==> src/hw/rtl/ped_pkg.sv <==
// Types, constants and the hex digit helper of the percent escape decoder.
`timescale 1ns / 1ps

package ped_pkg;

    localparam logic [7:0] PERCENT_CHAR = 8'h25;
    localparam logic [7:0] LOWER_BIAS   = 8'd87;
    localparam logic [7:0] UPPER_BIAS   = 8'd55;
    localparam logic [7:0] DIGIT_BIAS   = 8'd48;

    localparam int QUEUE_DEPTH = 4;
    localparam int QUEUE_IDX_W = 2;
    localparam int QUEUE_CNT_W = 3;

    typedef enum logic [2:0] {
        PHASE_PLAIN   = 3'b001,
        PHASE_PERCENT = 3'b010,
        PHASE_HIGH    = 3'b100
    } phase_t;

    typedef struct packed {
        logic [7:0] byte_out;
        logic       end_of_run;
    } result_t;

    typedef struct packed {
        logic [1:0] count;
        result_t    first;
        result_t    second;
    } dec_out_t;

    function automatic logic [3:0] digit_value(input logic [7:0] c);
        logic [7:0] v;
        v = 8'd0;
        if (c >= 8'h61 && c <= 8'h66)
            v = c - LOWER_BIAS;
        else if (c >= 8'h41 && c <= 8'h46)
            v = c - UPPER_BIAS;
        else if (c >= 8'h30 && c <= 8'h39)
            v = c - DIGIT_BIAS;
        return v[3:0];
    endfunction

endpackage

==> src/hw/rtl/ped_in_if.sv <==
// Input channel of the percent escape decoder: one raw byte per transfer.
`timescale 1ns / 1ps

interface ped_in_if;
    logic       valid;
    logic       ready;
    logic [7:0] char_in;
    logic       is_final;

    modport source (output valid, output char_in, output is_final, input ready);
    modport sink (input valid, input char_in, input is_final, output ready);
endinterface

==> src/hw/rtl/ped_out_if.sv <==
// Output channel of the percent escape decoder: one decoded byte per transfer.
`timescale 1ns / 1ps

interface ped_out_if;
    logic       valid;
    logic       ready;
    logic [7:0] byte_out;
    logic       end_of_run;

    modport source (output valid, output byte_out, output end_of_run, input ready);
    modport sink (input valid, input byte_out, input end_of_run, output ready);
endinterface

==> src/hw/rtl/ped_decode.sv <==
// Escape phase register and the per-byte decode into up to two results.
`timescale 1ns / 1ps

module ped_decode (
    input  logic              clk,
    input  logic              rst_n,
    input  logic              go,
    input  logic [7:0]        char_in,
    input  logic              is_final,
    output ped_pkg::dec_out_t dec
);
    import ped_pkg::*;

    phase_t     phase_reg;
    phase_t     phase_next;
    logic [3:0] high_reg;
    logic [3:0] high_next;
    dec_out_t   dec_raw;

    always_comb
    begin
        phase_next     = PHASE_PLAIN;
        high_next      = 4'd0;
        dec_raw.count  = 2'd1;
        dec_raw.first  = '{byte_out: char_in, end_of_run: is_final};
        dec_raw.second = '{byte_out: char_in, end_of_run: 1'b1};
        unique case (phase_reg)
            PHASE_PERCENT:
            begin
                if (is_final)
                begin
                    dec_raw.count = 2'd2;
                    dec_raw.first = '{byte_out: PERCENT_CHAR, end_of_run: 1'b0};
                end
                else
                begin
                    dec_raw.count = 2'd0;
                    high_next     = digit_value(char_in);
                    phase_next    = PHASE_HIGH;
                end
            end
            PHASE_HIGH:
            begin
                dec_raw.first.byte_out = {high_reg, digit_value(char_in)};
            end
            default:
            begin
                if (char_in == PERCENT_CHAR && !is_final)
                begin
                    dec_raw.count = 2'd0;
                    phase_next    = PHASE_PERCENT;
                end
            end
        endcase
    end

    always_comb
    begin
        dec = dec_raw;
        if (!go)
            dec.count = 2'd0;
    end

    always_ff @(posedge clk or negedge rst_n)
    begin
        if (!rst_n)
        begin
            phase_reg <= PHASE_PLAIN;
            high_reg  <= 4'd0;
        end
        else if (go)
        begin
            phase_reg <= phase_next;
            high_reg  <= high_next;
        end
    end
endmodule

==> src/hw/rtl/ped_out_queue.sv <==
// Four-entry result queue that takes up to two results and gives one per cycle while the output is ready.
`timescale 1ns / 1ps

module ped_out_queue (
    input  logic              clk,
    input  logic              rst_n,
    input  ped_pkg::dec_out_t dec,
    output logic              has_room,
    ped_out_if.source         out_ch
);
    import ped_pkg::*;

    result_t                  mem_reg [QUEUE_DEPTH];
    logic [QUEUE_IDX_W-1:0]   wr_ptr_reg;
    logic [QUEUE_IDX_W-1:0]   wr_ptr_next;
    logic [QUEUE_IDX_W-1:0]   rd_ptr_reg;
    logic [QUEUE_IDX_W-1:0]   rd_ptr_next;
    logic [QUEUE_CNT_W-1:0]   count_reg;
    logic [QUEUE_CNT_W-1:0]   count_next;
    logic [QUEUE_IDX_W-1:0]   wr_ptr_plus1;
    logic                     pop;

    assign has_room     = count_reg <= QUEUE_CNT_W'(QUEUE_DEPTH - 2);
    assign pop          = out_ch.valid && out_ch.ready;
    assign wr_ptr_plus1 = wr_ptr_reg + QUEUE_IDX_W'(1);

    assign out_ch.valid      = count_reg != '0;
    assign out_ch.byte_out   = mem_reg[rd_ptr_reg].byte_out;
    assign out_ch.end_of_run = mem_reg[rd_ptr_reg].end_of_run;

    always_comb
    begin
        wr_ptr_next = wr_ptr_reg + QUEUE_IDX_W'(dec.count);
        rd_ptr_next = rd_ptr_reg + QUEUE_IDX_W'(pop);
        count_next  = count_reg + QUEUE_CNT_W'(dec.count) - QUEUE_CNT_W'(pop);
    end

    always_ff @(posedge clk)
    begin
        if (dec.count != 2'd0)
            mem_reg[wr_ptr_reg] <= dec.first;
        if (dec.count == 2'd2)
            mem_reg[wr_ptr_plus1] <= dec.second;
    end

    always_ff @(posedge clk or negedge rst_n)
    begin
        if (!rst_n)
        begin
            wr_ptr_reg <= '0;
            rd_ptr_reg <= '0;
            count_reg  <= '0;
        end
        else
        begin
            wr_ptr_reg <= wr_ptr_next;
            rd_ptr_reg <= rd_ptr_next;
            count_reg  <= count_next;
        end
    end
endmodule

==> src/hw/rtl/percent_escape_decoder.sv <==
// Top level of the streaming percent escape decoder.
// Each input transfer carries one byte of an escaped string, with is_final on its last
// byte; each output transfer carries one decoded byte, with end_of_run on the last byte
// of the string. A byte is taken every cycle while the result queue has room. It is
// decoded while it sits in the input register, and its results are written into the
// result queue as it leaves that register. A final byte right after a percent sign
// yields two results; the four-entry result queue takes both at once and the input
// stalls only while the queue holds more than two results.
`timescale 1ns / 1ps

module percent_escape_decoder (
    input  logic      clk,
    input  logic      rst_n,
    ped_in_if.sink    in_ch,
    ped_out_if.source out_ch
);
    import ped_pkg::*;

    logic       in_valid_reg;
    logic       in_valid_next;
    logic [7:0] char_reg;
    logic       final_reg;
    logic       has_room;
    logic       dec_go;
    logic       take;
    dec_out_t   dec;

    assign dec_go      = in_valid_reg && has_room;
    assign in_ch.ready = !in_valid_reg || dec_go;
    assign take        = in_ch.valid && in_ch.ready;

    always_comb
    begin
        in_valid_next = in_valid_reg;
        if (take)
            in_valid_next = 1'b1;
        else if (dec_go)
            in_valid_next = 1'b0;
    end

    always_ff @(posedge clk or negedge rst_n)
    begin
        if (!rst_n)
            in_valid_reg <= 1'b0;
        else
            in_valid_reg <= in_valid_next;
    end

    always_ff @(posedge clk)
    begin
        if (take)
        begin
            char_reg  <= in_ch.char_in;
            final_reg <= in_ch.is_final;
        end
    end

    ped_decode u_decode (
        .clk      (clk),
        .rst_n    (rst_n),
        .go       (dec_go),
        .char_in  (char_reg),
        .is_final (final_reg),
        .dec      (dec)
    );

    ped_out_queue u_queue (
        .clk      (clk),
        .rst_n    (rst_n),
        .dec      (dec),
        .has_room (has_room),
        .out_ch   (out_ch)
    );
endmodule

==> src/flat_wrapper.sv <==
// flat-port wrapper written by rule: the top's interface ports become plain ports
module percent_escape_decoder_flat import ped_pkg::*;
  (clk, rst_n, in_ch_valid, in_ch_char_in, in_ch_is_final, in_ch_ready, out_ch_valid, out_ch_byte_out, out_ch_end_of_run, out_ch_ready);
  ped_in_if in_ch_i ();
  ped_out_if out_ch_i ();
  input  logic clk;
  input  logic rst_n;
  input wire logic [$bits(in_ch_i.valid)-1:0] in_ch_valid;
  input wire logic [$bits(in_ch_i.char_in)-1:0] in_ch_char_in;
  input wire logic [$bits(in_ch_i.is_final)-1:0] in_ch_is_final;
  output wire logic [$bits(in_ch_i.ready)-1:0] in_ch_ready;
  output wire logic [$bits(out_ch_i.valid)-1:0] out_ch_valid;
  output wire logic [$bits(out_ch_i.byte_out)-1:0] out_ch_byte_out;
  output wire logic [$bits(out_ch_i.end_of_run)-1:0] out_ch_end_of_run;
  input wire logic [$bits(out_ch_i.ready)-1:0] out_ch_ready;
  assign in_ch_i.valid = in_ch_valid;
  assign in_ch_i.char_in = in_ch_char_in;
  assign in_ch_i.is_final = in_ch_is_final;
  assign in_ch_ready = in_ch_i.ready;
  assign out_ch_valid = out_ch_i.valid;
  assign out_ch_byte_out = out_ch_i.byte_out;
  assign out_ch_end_of_run = out_ch_i.end_of_run;
  assign out_ch_i.ready = out_ch_ready;
  percent_escape_decoder u_core (.clk(clk), .rst_n(rst_n), .in_ch(in_ch_i), .out_ch(out_ch_i));
endmodule
==> config.mk <==
export PLATFORM = sky130hd
export DESIGN_NAME = percent_escape_decoder_flat
export DESIGN_NICKNAME = d
export VERILOG_FILES = /design/src/hw/rtl/ped_pkg.sv /design/src/hw/rtl/ped_in_if.sv /design/src/hw/rtl/ped_out_if.sv /design/src/hw/rtl/ped_decode.sv /design/src/hw/rtl/ped_out_queue.sv /design/src/hw/rtl/percent_escape_decoder.sv /design/src/flat_wrapper.sv
export SDC_FILE = /design/constraint.sdc
export NUM_CORES = 1
export LEC_CHECK = 0
export BUFFER_PORTS_ARGS = -buffer_cell sky130_fd_sc_hd__clkbuf_2
export CORE_ASPECT_RATIO = 1.75
export CORE_MARGIN = 2
export CORE_UTILIZATION = 40
export CTS_CLUSTER_DIAMETER = 60
export DETAILED_ROUTE_END_ITERATION = 6
export PLACE_DENSITY = 0.65
export SKIP_LAST_GASP = 1
export SYNTH_ARGS = -nofsm -noshare
export SYNTH_HDL_FRONTEND = slang
export SYNTH_SLANG_ARGS = --single-unit
==> constraint.sdc <==
create_clock -name clk -period 3.4 [get_ports clk]
set_input_delay 0.68 -clock clk [delete_from_list [all_inputs] [get_ports clk]]
set_output_delay 0.68 -clock clk [all_outputs]
set_load 0.005 [all_outputs]
==> reports/results.txt <==
Sw Share: 32.6%
Vias in the first global route: 2361
CP endpoint kind: flop
Sum of negative setup slack: 0 ns
DP Cell Count: 377
Worst R2R Path Depth: 13
Worst-margin pin slew: 0.827 ns
Multi-input gate area: 1390 um2
Wire per inst: 17.5 um
Max reg flops: 36
Die Span Y: 122 um
Hold Buf Count CTS: 0
Status: complete, no violations
Clock transition at the registers of the reported paths: 0.05 ns
Cells after Synth: 280
CTS sink count: 60
Global route total overflow: 0
FF+latch count, synth: 60
Reg2reg setup slack: 0.48 ns
Internal: 2.26 mW
First-pass GRT wire length: 11.4 mm
Max_slew headroom: 44.1%
Final Hold Vio Count: 0
Drt total wl: 6.87 mm
Clock Tree Buf Depth: 2
# Max-Cap Violations: 0
ANT cells: 0
Initial antenna violation count: 0
Synth Cell Area: 3200 um2
Clock power frac: 29.9%
CTS Buf Count: 9
Routability cong.: 0.916
Mean Syn Cell Area: 11.4 um2
Top_reg_cell synth: edfxtp_1
Min Tclk post-route: 2.92 ns
Net switching power figure: 1.09 mW
Post-cts gate resize count: 0
Yosys warns: 0
DR DRC count: 0
Routed Antenna Nets: 0
Slew Viols, Final: 0
CTS tree: done
Setup repair bufs after CTS: 0
Asr flop ratio synth: 25.0%
Leak pwr: 1.39 nW
Startpoint type of the worst setup path: flop
Number of H-tree levels: 3
Setup violators final: 0
Post-synthesis sequential area ratio: 52.8%
Setup Skew: 0.00575 ns
Register area: 1690 um2
# rows: 43
Core Region: 7860 um2
DR iter-0 viols: 54
Worst-Skew Late Latency: 0.33 ns
Synth top area cells: edfxtp_1, dfrtp_1, mux4_2
EDFF count, synth: 41
Largest net degree at the start of global routing: 16
Syn nets: 303
Crit Path Class: flop to flop
Post-synth top area cell: edfxtp_1
Final Cycle Share: 85.9%
Layout fillers: 729
Req. time, crit path: 3.66 ns
RSZ-0062 raised after global routing: false
Ratio of cells with drive above 1 in the final layout: 18.8%
Die area: 8750 um2
Initial Util: 40.7%
CP max FO: 11
Fin util: 47.0%
Crit path DAT: 3.17 ns
Global router's overall resource usage: 17.5%
Dpl hpwl: 5.41 mm
Port bufs: 23
F_max: 343 MHz
Netlist cell types: 56
First-pass detailed-route iteration total: 4
Reg2Reg Launch Point: u_core.char_reg[1]
Top-area cell type share of the netlist area: 38.5%
IO Pins: 24
Register share of total power: 37.7%
P per Cell Area: 908 nW/um2
Share of power burned in combinational logic: 32.3%
Layout Nets: 321
Maximum vdd drop: 0.382 mV
CTS root buf: clkbuf_16
Post-Layout Cell Count: 393
Via/cell ratio: 5.79
Syn-to-layout area delta: 15.3%
Hold Path Class: input port to asynchronous set/reset pin
Die W: 71.6 um
DR vias: 2277
RR Endpoint: u_core.u_queue.count_reg[2]
[Yosys cell counts (3+ instances only)]
| cell | n |
|---|---|
| edfxtp_1 | 41 |
| nand2_1 | 41 |
| o21ai_0 | 16 |
| dfrtp_1 | 14 |
| a22o_1 | 9 |
| ha_1 | 9 |
| inv_1 | 9 |
| mux4_2 | 9 |
| nor2_1 | 9 |
| buf_2 | 8 |
| clkbuf_1 | 8 |
| a21oi_1 | 7 |
| o21ai_1 | 7 |
| nor3_1 | 6 |
| o22ai_1 | 6 |
| or3_1 | 6 |
| and3_1 | 5 |
| nand2b_1 | 5 |
| xnor2_1 | 5 |
| dfxtp_1 | 4 |
| nand3_1 | 4 |
| o211ai_1 | 4 |
| nor3b_1 | 3 |
| o221ai_1 | 3 |
| xor2_1 | 3 |
[logic make-up after synthesis]
kind of cell	synth area share [%]
adders and majority gates	4.15
and+or+nand+nor	15.8
buffers and inverters	3.72
xor gates and xnor gates	2.19
AOI/OAI and AO/OA	15.0
muxes	6.34
DFF	52.8
[area by class of cell]
cell class                      count  share of cell area, %
Inverter                            9                  0.916
Clock buffer                       10                   6.21
Tap cell                           90                   3.05
Sequential cell                    60                   45.8
Timing Repair Buffer               25                   3.53
Clock inverter                      6                   2.82
Multi-Input combinational cell    193                   37.7
[power groups by stage]
stage                     Combinational (mW)  Clock [mW]  Sequential (mW)
final                                   1.08        1.00             1.26
after floorplan                        0.915           0             1.13
after CTS                               1.09        1.02             1.27
after global routing                    1.23        1.05             1.30
after detailed placement                1.09           0             1.28
after global placement                  1.06           0             1.27
[metal layers]
metal | track usage [%] | share of wire [%]
met1 | 16.2 | 34
met2 | 33.0 | 58
met5 | 0 | 0
met3 | 3.61 | 3.5
met4 | 11.9 | 4.3
[through the flow]
step | area [um2] | hold WS (ns) | setup slack, ns | total power, mW
5_1_grt | 3690 | 0.287 | 0.239 | 3.58
6_report | 3690 | 0.267 | 0.480 | 3.35
2_1_floorplan | 3200 | 0.384 | 0.769 | 2.04
3_3_place_gp | 3360 | 0.465 | 0.572 | 2.33
3_5_place_dp | 3360 | 0.478 | 0.491 | 2.38
4_1_cts | 3690 | 0.278 | 0.482 | 3.38
[cells in the final DEF, fill, tap and decap left out, types with 3 or more instances in the layout]
master / count
nand2_1: 41
edfxtp_1: 41
clkbuf_2: 23
o21ai_0: 16
dfrtp_1: 14
inv_1: 9
nor2_1: 9
a22o_1: 9
mux4_2: 9
ha_1: 9
clkbuf_16: 9
a21oi_1: 7
o21ai_1: 7
or3_1: 6
nor3_1: 6
o22ai_1: 6
xnor2_1: 5
nand2b_1: 5
and3_1: 5
nand3_1: 4
o211ai_1: 4
dfxtp_1: 4
nor3b_1: 3
xor2_1: 3
o221ai_1: 3
bufinv_16: 3
[critical path: stages (launching register included)]
cell and delay (ns):
edfxtp_1 0.52, inv_1 0.16, ha_1 0.21, nor3b_1 0.35
nand3_1 0.16, o21a_1 0.14, o21a_1 0.20, inv_1 0.06
ha_1 0.12, inv_1 0.04, ha_1 0.18, fa_1 0.37
xnor2_1 0.20, xnor2_1 0.13
[worst max-delay path by stage]
| stage | endpoint | slack (ns) | depth (start not counted) | startpoint |
|---|---|---|---|---|
| 2_1_floorplan | u_core.u_queue.count_reg[2] | 0.77 | 14 | u_core.char_reg[1] |
| 3_3_place_gp | u_core.u_queue.count_reg[2] | 0.57 | 13 | u_core.char_reg[1] |
| 3_5_place_dp | u_core.u_queue.count_reg[2] | 0.49 | 13 | u_core.char_reg[1] |
| 4_1_cts | u_core.u_queue.count_reg[2] | 0.48 | 13 | u_core.char_reg[1] |
| 5_1_grt | u_core.u_queue.count_reg[2] | 0.24 | 13 | u_core.char_reg[1] |
| 6_report | u_core.u_queue.count_reg[2] | 0.48 | 13 | u_core.char_reg[1] |
No activity file was read; power rests on OpenSTA's default activity.
